==> config.mk <==
export PLATFORM = sky130hd
export DESIGN_NAME = bounded_call_list_with_cursor
export DESIGN_NICKNAME = d
export VERILOG_FILES = /design/src/hw/rtl/bcl_pkg.sv /design/src/hw/rtl/bcl_store.sv /design/src/hw/rtl/bounded_call_list_with_cursor.sv
export SDC_FILE = /design/constraint.sdc
export NUM_CORES = 1
export LEC_CHECK = 0
export BUFFER_PORTS_ARGS = -buffer_cell sky130_fd_sc_hd__buf_2
export CAP_MARGIN = 20
export CORE_AREA = 2 2 350 352
export DETAILED_ROUTE_END_ITERATION = 6
export DIE_AREA = 0 0 352 354
export GPL_TIMING_DRIVEN = 0
export SKIP_CTS_REPAIR_TIMING = 1
export SLEW_MARGIN = 20
export SYNTH_ARGS = -nofsm -noshare
export SYNTH_HDL_FRONTEND = slang
export SYNTH_HIERARCHICAL = 1
export SYNTH_SLANG_ARGS = --single-unit
==> constraint.sdc <==
create_clock -name clk_i -period 14.75 [get_ports clk_i]
set_input_delay 1.475 -clock clk_i [delete_from_list [all_inputs] [get_ports clk_i]]
set_output_delay 1.475 -clock clk_i [all_outputs]
set_load 0.03 [all_outputs]
==> src/hw/rtl/bcl_pkg.sv <==
package bcl_pkg;

  // default sizes of the list
  localparam int unsigned DEF_CAPACITY  = 16;
  localparam int unsigned DEF_WARD_BITS = 16;
  localparam int unsigned DEF_ID_BITS   = 32;

  // register file
  localparam int unsigned PADDR_W = 2;
  localparam logic [PADDR_W-1:0] REG_PROTECT_ADDR = 2'd0;

  typedef enum logic [2:0] {
    ACT_APPEND     = 3'd0,
    ACT_NEXT       = 3'd1,
    ACT_PREV       = 3'd2,
    ACT_REMOVE_CUR = 3'd3,
    ACT_REMOVE_ID  = 3'd4,
    ACT_CLEAR      = 3'd5,
    ACT_QUERY      = 3'd6
  } action_e;

  typedef enum logic [1:0] {
    ST_OK      = 2'd0,
    ST_INVALID = 2'd1,
    ST_FULL    = 2'd2,
    ST_EMPTY   = 2'd3
  } status_e;

endpackage

==> src/hw/rtl/bcl_store.sv <==
module bcl_store #(
  parameter int unsigned DEPTH = bcl_pkg::DEF_CAPACITY,
  parameter int unsigned WIDTH = bcl_pkg::DEF_WARD_BITS + bcl_pkg::DEF_ID_BITS,
  parameter int unsigned AW    = (DEPTH > 1) ? $clog2(DEPTH) : 1
) (
  input  logic             clk_i,
  input  logic             rst_ni,
  input  logic             we_i,
  input  logic [AW-1:0]    waddr_i,
  input  logic [WIDTH-1:0] wdata_i,
  input  logic [AW-1:0]    raddr_i,
  output logic [WIDTH-1:0] rdata_o
);
  import bcl_pkg::*;

  logic [WIDTH-1:0] mem_q [DEPTH];
  logic [WIDTH-1:0] rd_q;
  logic [WIDTH-1:0] fwd_data_q;
  logic             fwd_hit_q;

  // one write port, one registered read port
  always_ff @(posedge clk_i) begin
    if (we_i) begin
      mem_q[waddr_i] <= wdata_i;
    end
    rd_q       <= mem_q[raddr_i];
    fwd_data_q <= wdata_i;
  end

  // a read of the entry being written returns the new data
  always_ff @(posedge clk_i or negedge rst_ni) begin
    if (!rst_ni) begin
      fwd_hit_q <= 1'b0;
    end else begin
      fwd_hit_q <= we_i && (waddr_i == raddr_i);
    end
  end

  assign rdata_o = fwd_hit_q ? fwd_data_q : rd_q;

endmodule

==> src/hw/rtl/bounded_call_list_with_cursor.sv <==
// channel   direction  handshake                   payload
// request   in         start_i high, busy_o low    action_i, ward_code_i, device_id_i
// result    out        done_o high for one cycle   status_o, entry_count_o, cursor_valid_o,
//                                                  cursor_position_o, current_ward_o,
//                                                  current_id_o
// config    in/out     psel, penable, pwrite       paddr, pwdata, prdata (pready tied high)
//
// append, next, prev, clear and query: the result comes in the cycle after the
// accepting one, and no new request is taken before it; the list memory is written
// and the cursor entry read in the accepting cycle.
// remove at cursor p: entries after p move down, one entry moved per cycle
// through the single read and write port of the list memory while the gap closes.
// remove by id: the entries are read in order and each id compared with the key
// from the registered read; a hit at position i closes the gap as above, and no
// match leaves the list as it is. The memory reads one entry per cycle.
// reset clears counters and cursor at once; the list memory needs no clearing pass.
// the receiver cannot stall, and busy_o is high from the accepting edge until the
// result cycle ends.
module bounded_call_list_with_cursor #(
  parameter int unsigned CAPACITY  = bcl_pkg::DEF_CAPACITY,
  parameter int unsigned WARD_BITS = bcl_pkg::DEF_WARD_BITS,
  parameter int unsigned ID_BITS   = bcl_pkg::DEF_ID_BITS,
  parameter int unsigned IDX_W     = (CAPACITY > 1) ? $clog2(CAPACITY) : 1,
  parameter int unsigned CNT_W     = $clog2(CAPACITY + 1)
) (
  input  logic                         clk_i,
  input  logic                         rst_ni,
  // request
  input  logic                         start_i,
  output logic                         busy_o,
  input  logic [2:0]                   action_i,
  input  logic [WARD_BITS-1:0]         ward_code_i,
  input  logic [ID_BITS-1:0]           device_id_i,
  // result
  output logic                         done_o,
  output bcl_pkg::status_e             status_o,
  output logic [CNT_W-1:0]             entry_count_o,
  output logic                         cursor_valid_o,
  output logic [IDX_W-1:0]             cursor_position_o,
  output logic [WARD_BITS-1:0]         current_ward_o,
  output logic [ID_BITS-1:0]           current_id_o,
  // configuration
  input  logic                         psel,
  input  logic                         penable,
  input  logic                         pwrite,
  input  logic [bcl_pkg::PADDR_W-1:0]  paddr,
  input  logic [31:0]                  pwdata,
  output logic [31:0]                  prdata,
  output logic                         pready
);
  import bcl_pkg::*;

  localparam int unsigned WIDTH = WARD_BITS + ID_BITS;

  typedef enum logic [4:0] {
    S_IDLE   = 5'b00001,
    S_SEARCH = 5'b00010,
    S_SHIFT  = 5'b00100,
    S_FIN    = 5'b01000,
    S_RESP   = 5'b10000
  } state_e;

  // logical position to physical slot of the ring
  function automatic logic [IDX_W-1:0] phys(input logic [IDX_W-1:0] base,
                                            input logic [IDX_W-1:0] ofs);
    logic [IDX_W:0] s;
    s = {1'b0, base} + {1'b0, ofs};
    if (s >= (IDX_W+1)'(CAPACITY)) begin
      s = s - (IDX_W+1)'(CAPACITY);
    end
    return s[IDX_W-1:0];
  endfunction

  state_e             state_q, state_d;
  status_e            st_q, st_d;
  logic [IDX_W-1:0]   head_q, head_d;
  logic [CNT_W-1:0]   count_q, count_d;
  logic [IDX_W-1:0]   cur_idx_q, cur_idx_d;
  logic               cur_v_q, cur_v_d;
  logic               protect_q;
  logic [ID_BITS-1:0] target_q, target_d;
  logic [IDX_W-1:0]   drop_p_q, drop_p_d;
  logic               drop_q, drop_d;
  logic [CNT_W-1:0]   sh_rd_q, sh_rd_d;
  logic               pend_q, pend_d;
  logic [IDX_W-1:0]   wr_idx_q, wr_idx_d;
  logic [CNT_W-1:0]   sr_q, sr_d;
  logic               cmp_q, cmp_d;
  logic [IDX_W-1:0]   cmp_idx_q, cmp_idx_d;

  logic               mem_we;
  logic [IDX_W-1:0]   mem_waddr;
  logic [WIDTH-1:0]   mem_wdata;
  logic [IDX_W-1:0]   mem_raddr;
  logic [WIDTH-1:0]   mem_rdata;
  logic [IDX_W-1:0]   rd_base;
  logic [IDX_W-1:0]   rd_ofs;
  logic               full;
  logic               cfg_wr;

  assign full = (count_q == CNT_W'(CAPACITY));

  // list memory holding ward and id per slot
  bcl_store #(
    .DEPTH (CAPACITY),
    .WIDTH (WIDTH),
    .AW    (IDX_W)
  ) u_store (
    .clk_i   (clk_i),
    .rst_ni  (rst_ni),
    .we_i    (mem_we),
    .waddr_i (mem_waddr),
    .wdata_i (mem_wdata),
    .raddr_i (mem_raddr),
    .rdata_o (mem_rdata)
  );

  // sequencer
  always_comb begin
    state_d   = state_q;
    st_d      = st_q;
    head_d    = head_q;
    count_d   = count_q;
    cur_idx_d = cur_idx_q;
    cur_v_d   = cur_v_q;
    target_d  = target_q;
    drop_p_d  = drop_p_q;
    drop_d    = drop_q;
    sh_rd_d   = sh_rd_q;
    pend_d    = 1'b0;
    wr_idx_d  = wr_idx_q;
    sr_d      = sr_q;
    cmp_d     = 1'b0;
    cmp_idx_d = cmp_idx_q;
    mem_we    = 1'b0;
    mem_waddr = phys(head_q, count_q[IDX_W-1:0]);
    mem_wdata = {ward_code_i, device_id_i};
    rd_base   = head_q;
    rd_ofs    = cur_idx_q;

    case (state_q)
      S_IDLE: begin
        if (start_i) begin
          st_d    = ST_OK;
          state_d = S_RESP;
          case (action_i)
            ACT_APPEND: begin
              if ((ward_code_i == '0) || (device_id_i == '0)) begin
                st_d = ST_INVALID;
              end else if (full) begin
                if (protect_q) begin
                  st_d = ST_FULL;
                end else begin
                  // evict the oldest, its slot becomes the new tail
                  head_d    = phys(head_q, IDX_W'(1));
                  mem_we    = 1'b1;
                  mem_waddr = head_q;
                  if (cur_v_q) begin
                    cur_idx_d = (cur_idx_q == '0) ? '0 : cur_idx_q - IDX_W'(1);
                  end else begin
                    cur_v_d = (CAPACITY == 1);
                  end
                end
              end else begin
                mem_we  = 1'b1;
                count_d = count_q + CNT_W'(1);
                if (count_q == '0) begin
                  cur_v_d   = 1'b1;
                  cur_idx_d = '0;
                end
              end
            end
            ACT_NEXT: begin
              if (!cur_v_q || (count_q == '0)) begin
                st_d = ST_EMPTY;
              end else if ((CNT_W'(cur_idx_q) + CNT_W'(1)) < count_q) begin
                cur_idx_d = cur_idx_q + IDX_W'(1);
              end
            end
            ACT_PREV: begin
              if (!cur_v_q || (count_q == '0)) begin
                st_d = ST_EMPTY;
              end else if (cur_idx_q != '0) begin
                cur_idx_d = cur_idx_q - IDX_W'(1);
              end
            end
            ACT_REMOVE_CUR: begin
              if (!cur_v_q || (count_q == '0) || (CNT_W'(cur_idx_q) >= count_q)) begin
                st_d = ST_EMPTY;
              end else begin
                drop_p_d = cur_idx_q;
                drop_d   = 1'b1;
                sh_rd_d  = CNT_W'(cur_idx_q) + CNT_W'(1);
                state_d  = S_SHIFT;
              end
            end
            ACT_REMOVE_ID: begin
              st_d = ST_EMPTY;
              if (device_id_i != '0) begin
                target_d = device_id_i;
                sr_d     = '0;
                state_d  = S_SEARCH;
              end
            end
            ACT_CLEAR: begin
              count_d   = '0;
              cur_idx_d = '0;
              cur_v_d   = 1'b0;
              head_d    = '0;
            end
            default: begin
              if (count_q == '0) begin
                st_d = ST_EMPTY;
              end
            end
          endcase
          rd_base = head_d;
          rd_ofs  = cur_idx_d;
        end
      end
      S_SEARCH: begin
        // one read per cycle, compare on the following cycle
        if (cmp_q && (mem_rdata[ID_BITS-1:0] == target_q)) begin
          drop_p_d = cmp_idx_q;
          drop_d   = 1'b1;
          sh_rd_d  = CNT_W'(cmp_idx_q) + CNT_W'(1);
          st_d     = ST_OK;
          state_d  = S_SHIFT;
        end else if (sr_q < count_q) begin
          rd_ofs    = sr_q[IDX_W-1:0];
          cmp_d     = 1'b1;
          cmp_idx_d = sr_q[IDX_W-1:0];
          sr_d      = sr_q + CNT_W'(1);
        end else if (!cmp_q) begin
          drop_d  = 1'b0;
          state_d = S_FIN;
        end
      end
      S_SHIFT: begin
        // move entry k down to k-1, read of k+1 overlapping the write of k-1
        if (pend_q) begin
          mem_we    = 1'b1;
          mem_waddr = phys(head_q, wr_idx_q);
          mem_wdata = mem_rdata;
        end
        if (sh_rd_q < count_q) begin
          rd_ofs   = sh_rd_q[IDX_W-1:0];
          pend_d   = 1'b1;
          wr_idx_d = sh_rd_q[IDX_W-1:0] - IDX_W'(1);
          sh_rd_d  = sh_rd_q + CNT_W'(1);
        end else begin
          state_d = S_FIN;
        end
      end
      S_FIN: begin
        // close the count and move the cursor after a removal
        if (drop_q) begin
          count_d = count_q - CNT_W'(1);
          if (cur_v_q) begin
            if (count_q == CNT_W'(1)) begin
              cur_v_d   = 1'b0;
              cur_idx_d = '0;
            end else if (cur_idx_q > drop_p_q) begin
              cur_idx_d = cur_idx_q - IDX_W'(1);
            end else if ((cur_idx_q == drop_p_q) &&
                         (CNT_W'(drop_p_q) == (count_q - CNT_W'(1)))) begin
              cur_idx_d = drop_p_q - IDX_W'(1);
            end
          end
        end
        rd_ofs  = cur_idx_d;
        state_d = S_RESP;
      end
      S_RESP: begin
        state_d = S_IDLE;
      end
      default: begin
        state_d = S_IDLE;
      end
    endcase

    mem_raddr = phys(rd_base, rd_ofs);
  end

  // control registers
  always_ff @(posedge clk_i or negedge rst_ni) begin
    if (!rst_ni) begin
      state_q   <= S_IDLE;
      st_q      <= ST_OK;
      head_q    <= '0;
      count_q   <= '0;
      cur_idx_q <= '0;
      cur_v_q   <= 1'b0;
      drop_q    <= 1'b0;
      pend_q    <= 1'b0;
      cmp_q     <= 1'b0;
      sh_rd_q   <= '0;
      sr_q      <= '0;
    end else begin
      state_q   <= state_d;
      st_q      <= st_d;
      head_q    <= head_d;
      count_q   <= count_d;
      cur_idx_q <= cur_idx_d;
      cur_v_q   <= cur_v_d;
      drop_q    <= drop_d;
      pend_q    <= pend_d;
      cmp_q     <= cmp_d;
      sh_rd_q   <= sh_rd_d;
      sr_q      <= sr_d;
    end
  end

  // working positions and search key
  always_ff @(posedge clk_i) begin
    target_q  <= target_d;
    drop_p_q  <= drop_p_d;
    wr_idx_q  <= wr_idx_d;
    cmp_idx_q <= cmp_idx_d;
  end

  // configuration register
  assign cfg_wr = psel && penable && pwrite && (paddr == REG_PROTECT_ADDR);

  always_ff @(posedge clk_i or negedge rst_ni) begin
    if (!rst_ni) begin
      protect_q <= 1'b0;
    end else if (cfg_wr) begin
      protect_q <= pwdata[0];
    end
  end

  assign prdata = (paddr == REG_PROTECT_ADDR) ? {31'b0, protect_q} : 32'b0;
  assign pready = 1'b1;

  // result ports
  assign busy_o            = (state_q != S_IDLE);
  assign done_o            = (state_q == S_RESP);
  assign status_o          = st_q;
  assign entry_count_o     = count_q;
  assign cursor_valid_o    = cur_v_q;
  assign cursor_position_o = cur_v_q ? cur_idx_q : '0;
  assign current_ward_o    = cur_v_q ? mem_rdata[WIDTH-1:ID_BITS] : '0;
  assign current_id_o      = cur_v_q ? mem_rdata[ID_BITS-1:0] : '0;

  // checks
  a_count_bound: assert property (@(posedge clk_i) disable iff (!rst_ni)
    count_q <= CNT_W'(CAPACITY))
    else $error("entry count above capacity");

  a_cursor_in_list: assert property (@(posedge clk_i) disable iff (!rst_ni)
    cur_v_q |-> (CNT_W'(cur_idx_q) < count_q))
    else $error("cursor beyond the last entry");

  a_cursor_iff_entries: assert property (@(posedge clk_i) disable iff (!rst_ni)
    cur_v_q == (count_q != '0))
    else $error("cursor presence disagrees with entry count");

  a_accept_busy: assert property (@(posedge clk_i) disable iff (!rst_ni)
    (start_i && !busy_o) |=> busy_o)
    else $error("request accepted without going busy");

  a_single_strobe: assert property (@(posedge clk_i) disable iff (!rst_ni)
    done_o |=> !done_o)
    else $error("result strobe longer than one cycle");

endmodule
; After elaboration in Yosys (flattened, before gate mapping)
; Memories as Yosys holds them, arrays and structs flattened. A register that Yosys moved wholly into a read port is not among the register bits.
; Index checks and enable logic that the tools add are counted.
; W data, S select, Z words.
[totals]
inputBits = 91
output_inout_bits = 95
mem_bits_rw = 768
word_cells = 235
n_memories = 1
reg_bits = 128
[op_classes]
n_bitwise = 1
muxes = 120
order_cmp = 9
addsub = 18
n_reduce_logical = 33
eq_ne = 35
[mem_list]
columns = memory, depth, word_bits, read_ports, rd_ports_with_merged_regs, wr, line
row1 = u_store.mem_q, 16, 48, 1, 1, 1, bcl_store.sv:16  ; logic [WIDTH-1:0] mem_q [DEPTH];
[ops]
columns = operator, n
row1 = $mux W4, 39
row2 = $mux W48, 3
row3 = $mux W5, 21
row4 = $pmux W5 S2, 4
row5 = $eq A32 B32 Y1, 1
row6 = $logic_not A32 Y1, 1
row7 = $mux W32, 1
row8 = $pmux W4 S2, 4
row9 = $pmux W4 S4, 2
row10 = $reduce_bool A32 Y1, 1
row11 = $mux W1, 29
row12 = $sub A4 B1 Y4 const B, 7
row13 = $reduce_and A6 Y1, 4
row14 = $ge A5 B5 Y1 const B, 4
row15 = $pmux W5 S4, 1
row16 = $ne A2 B2 Y1 const B, 9
row17 = $logic_not A16 Y1, 1
row18 = $mux W16, 1
row19 = $mux W2, 8
row20 = $add A4 B1 Y5 const B, 3
row21 = $add A4 B4 Y5, 3
row22 = $add A5 B1 Y5 const B, 3
row23 = $lt A5 B5 Y1, 3
row24 = $pmux W5 S3, 1
row25 = 39 further kinds, 62

; Logic depth before layout (Yosys ltp)
[logic_depth]
depth_word = 14
ltp_mapped = 22
depth_no_buf = 18

; Hierarchy
; Netlist, hierarchy kept.
[modules_own_cells]
columns = mod, cells_each, area_each_um2, n_inst, seq_area_each_um2
row1 = bcl_store, 1352, 31301.3, 1, 25009.0
row2 = bounded_call_list_with_cursor, 769, 7080.5, 1, 2198.4

; Worst setup path before layout
; OpenSTA, ideal clock, no wires.
[synth_timing]
path_kind = input port to flip-flop
start = in action_i[0]
end = mem u_store/mem_q[0][0] (netlist bit) (enable)
required_time_ns = 14.237
arrival_time_ns = 6.649
cell_stages = 9
setup_time_ns = 0.513
slack_ns = 7.588
n_path_buf = 1
cell_sequence = buf_2 nor3_2 nand3_1 nor3_2 nand2_1 mux2i_1 o221ai_1 or3b_2 nor3_1
[synth_via]
word_cells_on_any_way = 9
classes_between = mux: 8 / reduce/logical: 1
[synth_rtl]
columns = item, line
row1 = "start, declared", bounded_call_list_with_cursor.sv:31  ; input logic [2:0] action_i,
row2 = $logic_not A3 Y1, bounded_call_list_with_cursor.sv:146  ; case (action_i)
row3 = $mux W4, bounded_call_list_with_cursor.sv:146
row4 = $mux W4, bounded_call_list_with_cursor.sv:143  ; if (start_i) begin
row5 = $pmux W4 S2, bounded_call_list_with_cursor.sv:141  ; case (state_q)
row6 = net mem_waddr[2], bounded_call_list_with_cursor.sv:92  ; logic [IDX_W-1:0] mem_waddr;
row7 = "end, declared", bcl_store.sv:16
; The timed path passes the listed nets, and every way through them passes these cells.

; Worst setup path in the final report
[layout_timing]
start = reg u_store.fwd_hit_q
end = reg u_store.rd_q[32], read port of u_store.mem_q
[layout_via]
elab_chain_cells = 8
word_cells_on_any_way = 9
classes_between = add/sub: 2 / order compare: 1 / eq/ne: 1 / mux: 4 / reduce/logical: 1
[layout_lines]
columns = item, line
row1 = "start, declared", bcl_store.sv:19  ; logic fwd_hit_q;
row2 = "start signal, assigned", bcl_store.sv:35  ; fwd_hit_q <= we_i && (waddr_i == raddr_i);
row3 = $mux W48 (*), bcl_store.sv:39  ; assign rdata_o = fwd_hit_q ? fwd_data_q : rd_q;
row4 = net mem_rdata[27], bounded_call_list_with_cursor.sv:95  ; logic [WIDTH-1:0] mem_rdata;
row5 = $eq A32 B32 Y1 (*), bounded_call_list_with_cursor.sv:223  ; if (cmp_q && (mem_rdata[ID_BITS-1:0] == target_q)) begin
row6 = $logic_and A1 B1 Y1 (*), bounded_call_list_with_cursor.sv:223
row7 = $mux W4 (*), bounded_call_list_with_cursor.sv:223
row8 = $pmux W4 S4 (*), bounded_call_list_with_cursor.sv:141
row9 = $add A4 B4 Y5 (*), bounded_call_list_with_cursor.sv:67  ; s = {1'b0, base} + {1'b0, ofs};
row10 = $sub A4 B1 Y4 / $ge A5 B5 Y1 (equally long branches), "bounded_call_list_with_cursor.sv:69, bounded_call_list_with_cursor.sv:68"
row11 = $mux W4 (*), bounded_call_list_with_cursor.sv:68  ; if (s >= (IDX_W+1)'(CAPACITY)) begin
row12 = net mem_raddr[3], bounded_call_list_with_cursor.sv:94  ; logic [IDX_W-1:0] mem_raddr;
row13 = "end, declared", bcl_store.sv:17  ; logic [WIDTH-1:0] rd_q;
; Mark *: on every way through the listed nets, which the timed path passes. The rest lies on a longest branch.
; A chain may end at the register's enable or synchronous reset.

==> implementation parameters <==
Parameter                              Value

Status
  Run status ... finished clean

Route
  DRC Markers ... 0
  Antenna Violating Nets Remaining ... 0
  Via-per-instance ratio ... around 5.2
  First-iteration detailed-routing DRC count ... 2308
  Final routed wirelength across all metal layers ... approximately 100 mm
  First-pass detailed-route iteration total ... 6
  Routed wire per std cell ... ~25 µm
  Vias ... 21587

Clock network
  Clk pin slew, worst setup/hold paths ... 0.07 ns
  Clock tree buffer depth ... 3
  Clock tree from TritonCTS ... built
  CTS Root Cell ... clkbuf_16
  H-tree lvl count ... 3
  Count of clock tree sinks ... 944
  TritonCTS Buffers ... 92
  Worst-skew pair later-pin latency ... 0.68 ns

Setup path
  Launching element type of the critical path ... flop
  Critical path's slowest cell ... nor4_1
  Cells traversed along the worst timing path ... buf_2 > buf_1 > mux2_2 > xor2_1 > nor4_1 > and3_1 > nand3_1 > and2_1 > buf_2 > a221o_1 > a221oi_1 > a32oi_1 > ha_1 > a21o_1 > a21oi_1 > xor2_1 > xnor2_1 > nor2b_1 > clkbuf_1 > buf_1 > a22oi_1 > nand2_1
  R2r endpoint ... u_store/rd_q[32]
  Setup CP Type ... flop to flop
  Worst endpoint required time ... 15.37 ns
  Slowest stage delay, CP ... 0.99 ns
  Element type at the critical path end ... flop
  Worst R2R Setup Slack ... around 6.4 ns
  Critical-path maximum fanout ... 14
  Worst EP arrival ... 8.97 ns
  FF-to-FF Start ... u_store/fwd_hit_q
  Number of cell instances on the worst register-to-register path ... 22

Placement
  Placed cell areas ... ~42000 µm²
  Port bufs ... roughly 120
  DPL Wire Length ... 73.0 mm
  Total instance count after detailed placement ... 3960
  Routability Congestion ... around 0.9

Floorplanning
  Vert. Die Dim ... 354 µm
  Effective utilization at floorplan ... between 30% and 40%
  Die footprint ... 125000 µm²
  Boundary pin count ... 186
  Chip width ... 352 µm
  Placeable core area ... roughly 120000 µm²
  Number of core rows ... 128

Min path
  Startpoint of the worst hold path ... status_o[0]
  Type of the worst min-delay path ... flop to flop
  Cell depth of the worst hold path ... 1
  End point of the worst hold path ... status_o[0]

Final layout
  Fraction of final layout cells with drive strength greater than 1 ... between 20 and 30%
  Area grow syn2layout ... 18.5%
  Post-layout instance area ... 45500 µm²
  Non-filler instance count after layout ... roughly 4100
  Net count of the finished layout ... 2565

Logic synthesis
  Cell count after synthesis ... 2121
  Cell variety after synth ... 85
  Cell Area, Synth ... 38400 µm²
  Compound-gate portion of the synthesized area ... 4.85%
  Share of synthesized area occupied by flip-flops and latches ... between 70 and 80%
  Mean instance size in the synthesized netlist ... 18.1 µm²
  Share of cell area taken by muxes after synthesis ... 14.4%
  Post-Synth XOR/XNOR Area ... 1.30%
  Top flip-flop cell by instance count after synthesis ... edfxtp_1
  Count of flip-flops with a built-in enable after synthesis ... 812
  Number of warnings reported in the yosys synthesis log ... 6
  Share of flip-flops with an asynchronous set or reset after synthesis ... 3.81%
  Post-synthesis share of cell area spent on full adders, half adders and majority gates ... 1.53%
  Number of synthesized register bits ... 944
  Share of synthesized cell area in and, or, nand and nor gates ... under 10%
  Main combinational cell family by area after synthesis ... multiplexers

STA
  Total Neg Setup Slack ... 0 ns
  Skew final ... 0.0677 ns
  Slew of the pin with the lowest slew margin ... 1.17 ns
  Tightest slew margin relative to the limit ... 21.4%
  Final Cycle Share ... a little under three fifths
  Post-layout min period ... 8.35 ns
  Endpoints failing hold ... 0
  Final worst hold slack ... 0.482 ns
  Final max-slew violation count ... 0
  Setup violators final ... 0
  Setup repair after global routing missed its margin ... no
  Highest clock frequency the design can meet ... 120 MHz

Global routing
  Total grt overflow ... 0
  Largest net degree at the start of global routing ... 39
  All-layer global routing usage ... 16.5%
  First-pass GRT wire length ... 152 mm
  Number of antenna violations at the first check in global routing ... 16
  Vias in the first global route ... 21680

Power
  Maximum VDD drop ... 112 µV
  Power density over the cells ... 217 nW/µm²
  Leakage power figure ... 15.2 nW
  Post-layout power ... 9.87 mW

Flow run
  Number of maximum-capacitance violations ... 0
==> final cells by class <==
class | count | area (µm²)
fill | 11110 | 75400
inverter | 28 | 105
tap | 1625 | 2030
timing repair buffer | 184 | 1680
sequential | 944 | 27200
antenna | 2 | 5.00
buffer | 142 | 785
multi-input combinational | 1037 | 10500
clock inverter | 36 | 482
clock buffer | 138 | 2670
==> stage by stage <==
step	util (%)	worst slack (ns)
floorplan	-	7.59
global placement	34.0	1.47
detailed placement	35.0	6.44
CTS	37.6	6.55
global route	37.6	6.12
finish	37.6	6.40
==> layout by cell type (no fill, tap or decap), types with 32 or more instances in the layout <==
cell type	n
a22oi_1	100
mux4_2	192
mux2_2	100
clkbuf_16	95
and2_1	59
dfxtp_1	96
conb_1	32
dfrtp_1	35
buf_2	134
ha_1	42
buf_4	71
clkbuf_1	92
xnor2_1	39
nand2_1	90
nor2_1	32
o21ai_0	32
edfxtp_1	812
==> registers in the layout (all words and copies together) (netlist names), 2 cells and up <==
signal,flops
wr_idx_q,4
sh_rd_q,5
head_q,4
target_q,32
status_o,2
cur_idx_q,4
u_store/rd_q,48
cmp_idx_q,4
u_store/mem_q,768
state_q,5
entry_count_o,5
drop_p_q,4
u_store/fwd_data_q,48
sr_q,5
==> cell families (layout without fill, tap and decap cells) <==
logic type / count (synthesis) / after routing
AOI/OAI and AO/OA: 264 / 264
xor gates and xnor gates: 57 / 57
adders and majority gates: 45 / 45
buffers and inverters: 170 / 528
DFF: 944 / 944
muxes: 300 / 300
other: 2 / 34
and+or+nand+nor: 339 / 339
==> layer usage <==
layer | global-route usage [%] | routed length (µm) | up-vias
met2 | 26.4 | 49000 | 998
met4 | 4.23 | 2370 | 10
met3 | 3.26 | 9280 | 163
met5 | 0 | 53 | -
met1 | 23.0 | 43400 | 11314
li1 | - | - | 9102
==> where the power goes <==
| part | internal, mW | switching, mW |
|---|---|---|
| Clock | 1.41 | 1.02 |
| Sequential | 3.07 | 0.0899 |
| Combinational | 1.77 | 2.52 |
==> critical path: cells and delay by family, from the launching register on <==
family                   cells  cell delay [ns]
XOR/XNOR                     3             0.90
AND/OR/NAND/NOR              6             2.17
flip-flops                   1             0.45
buffers and inverters        5             2.59
adder cells (fa/ha/maj)      1             0.28
AO/OA/AOI/OAI                6             1.37
multiplexers                 1             0.49
==> worst max path at each step <==
stage                           start                    to  cells after the start
floorplan                 action_i[0]   u_store/mem_q[0][0]                      9
global placement      device_id_i[24]  u_store/mem_q[4][28]                     10
detailed placement    device_id_i[24]      u_store/rd_q[44]                     17
CTS                 u_store/fwd_hit_q      u_store/rd_q[32]                     22
global route        u_store/fwd_hit_q      u_store/rd_q[33]                     22
finish              u_store/fwd_hit_q      u_store/rd_q[32]                     22
==> synth_stat cells (7+ instances only) <==
master,number,share of area (%)
buf_1,11,0.11
o211ai_1,9,0.18
nand2_1,90,0.88
nand4_1,15,0.24
buf_4,50,0.98
o21ai_0,32,0.42
inv_1,25,0.24
o21ai_1,18,0.23
nor4_1,20,0.33
xor2_1,18,0.41
ha_1,42,1.4
a21oi_1,31,0.40
nand2b_1,9,0.15
nor2_1,44,0.43
nand3_1,31,0.40
a21o_1,10,0.20
a22oi_1,100,2.0
xnor2_1,39,0.89
nor3_1,20,0.26
clkbuf_1,63,0.62
and2_1,59,0.96
dfxtp_1,96,5.0
mux4_2,192,11
buf_2,12,0.16
edfxtp_1,812,64
mux2i_1,8,0.21
dfrtp_1,35,2.3
nor2b_1,7,0.11
mux2_2,100,2.9
(Power assumes the default switching activity.)
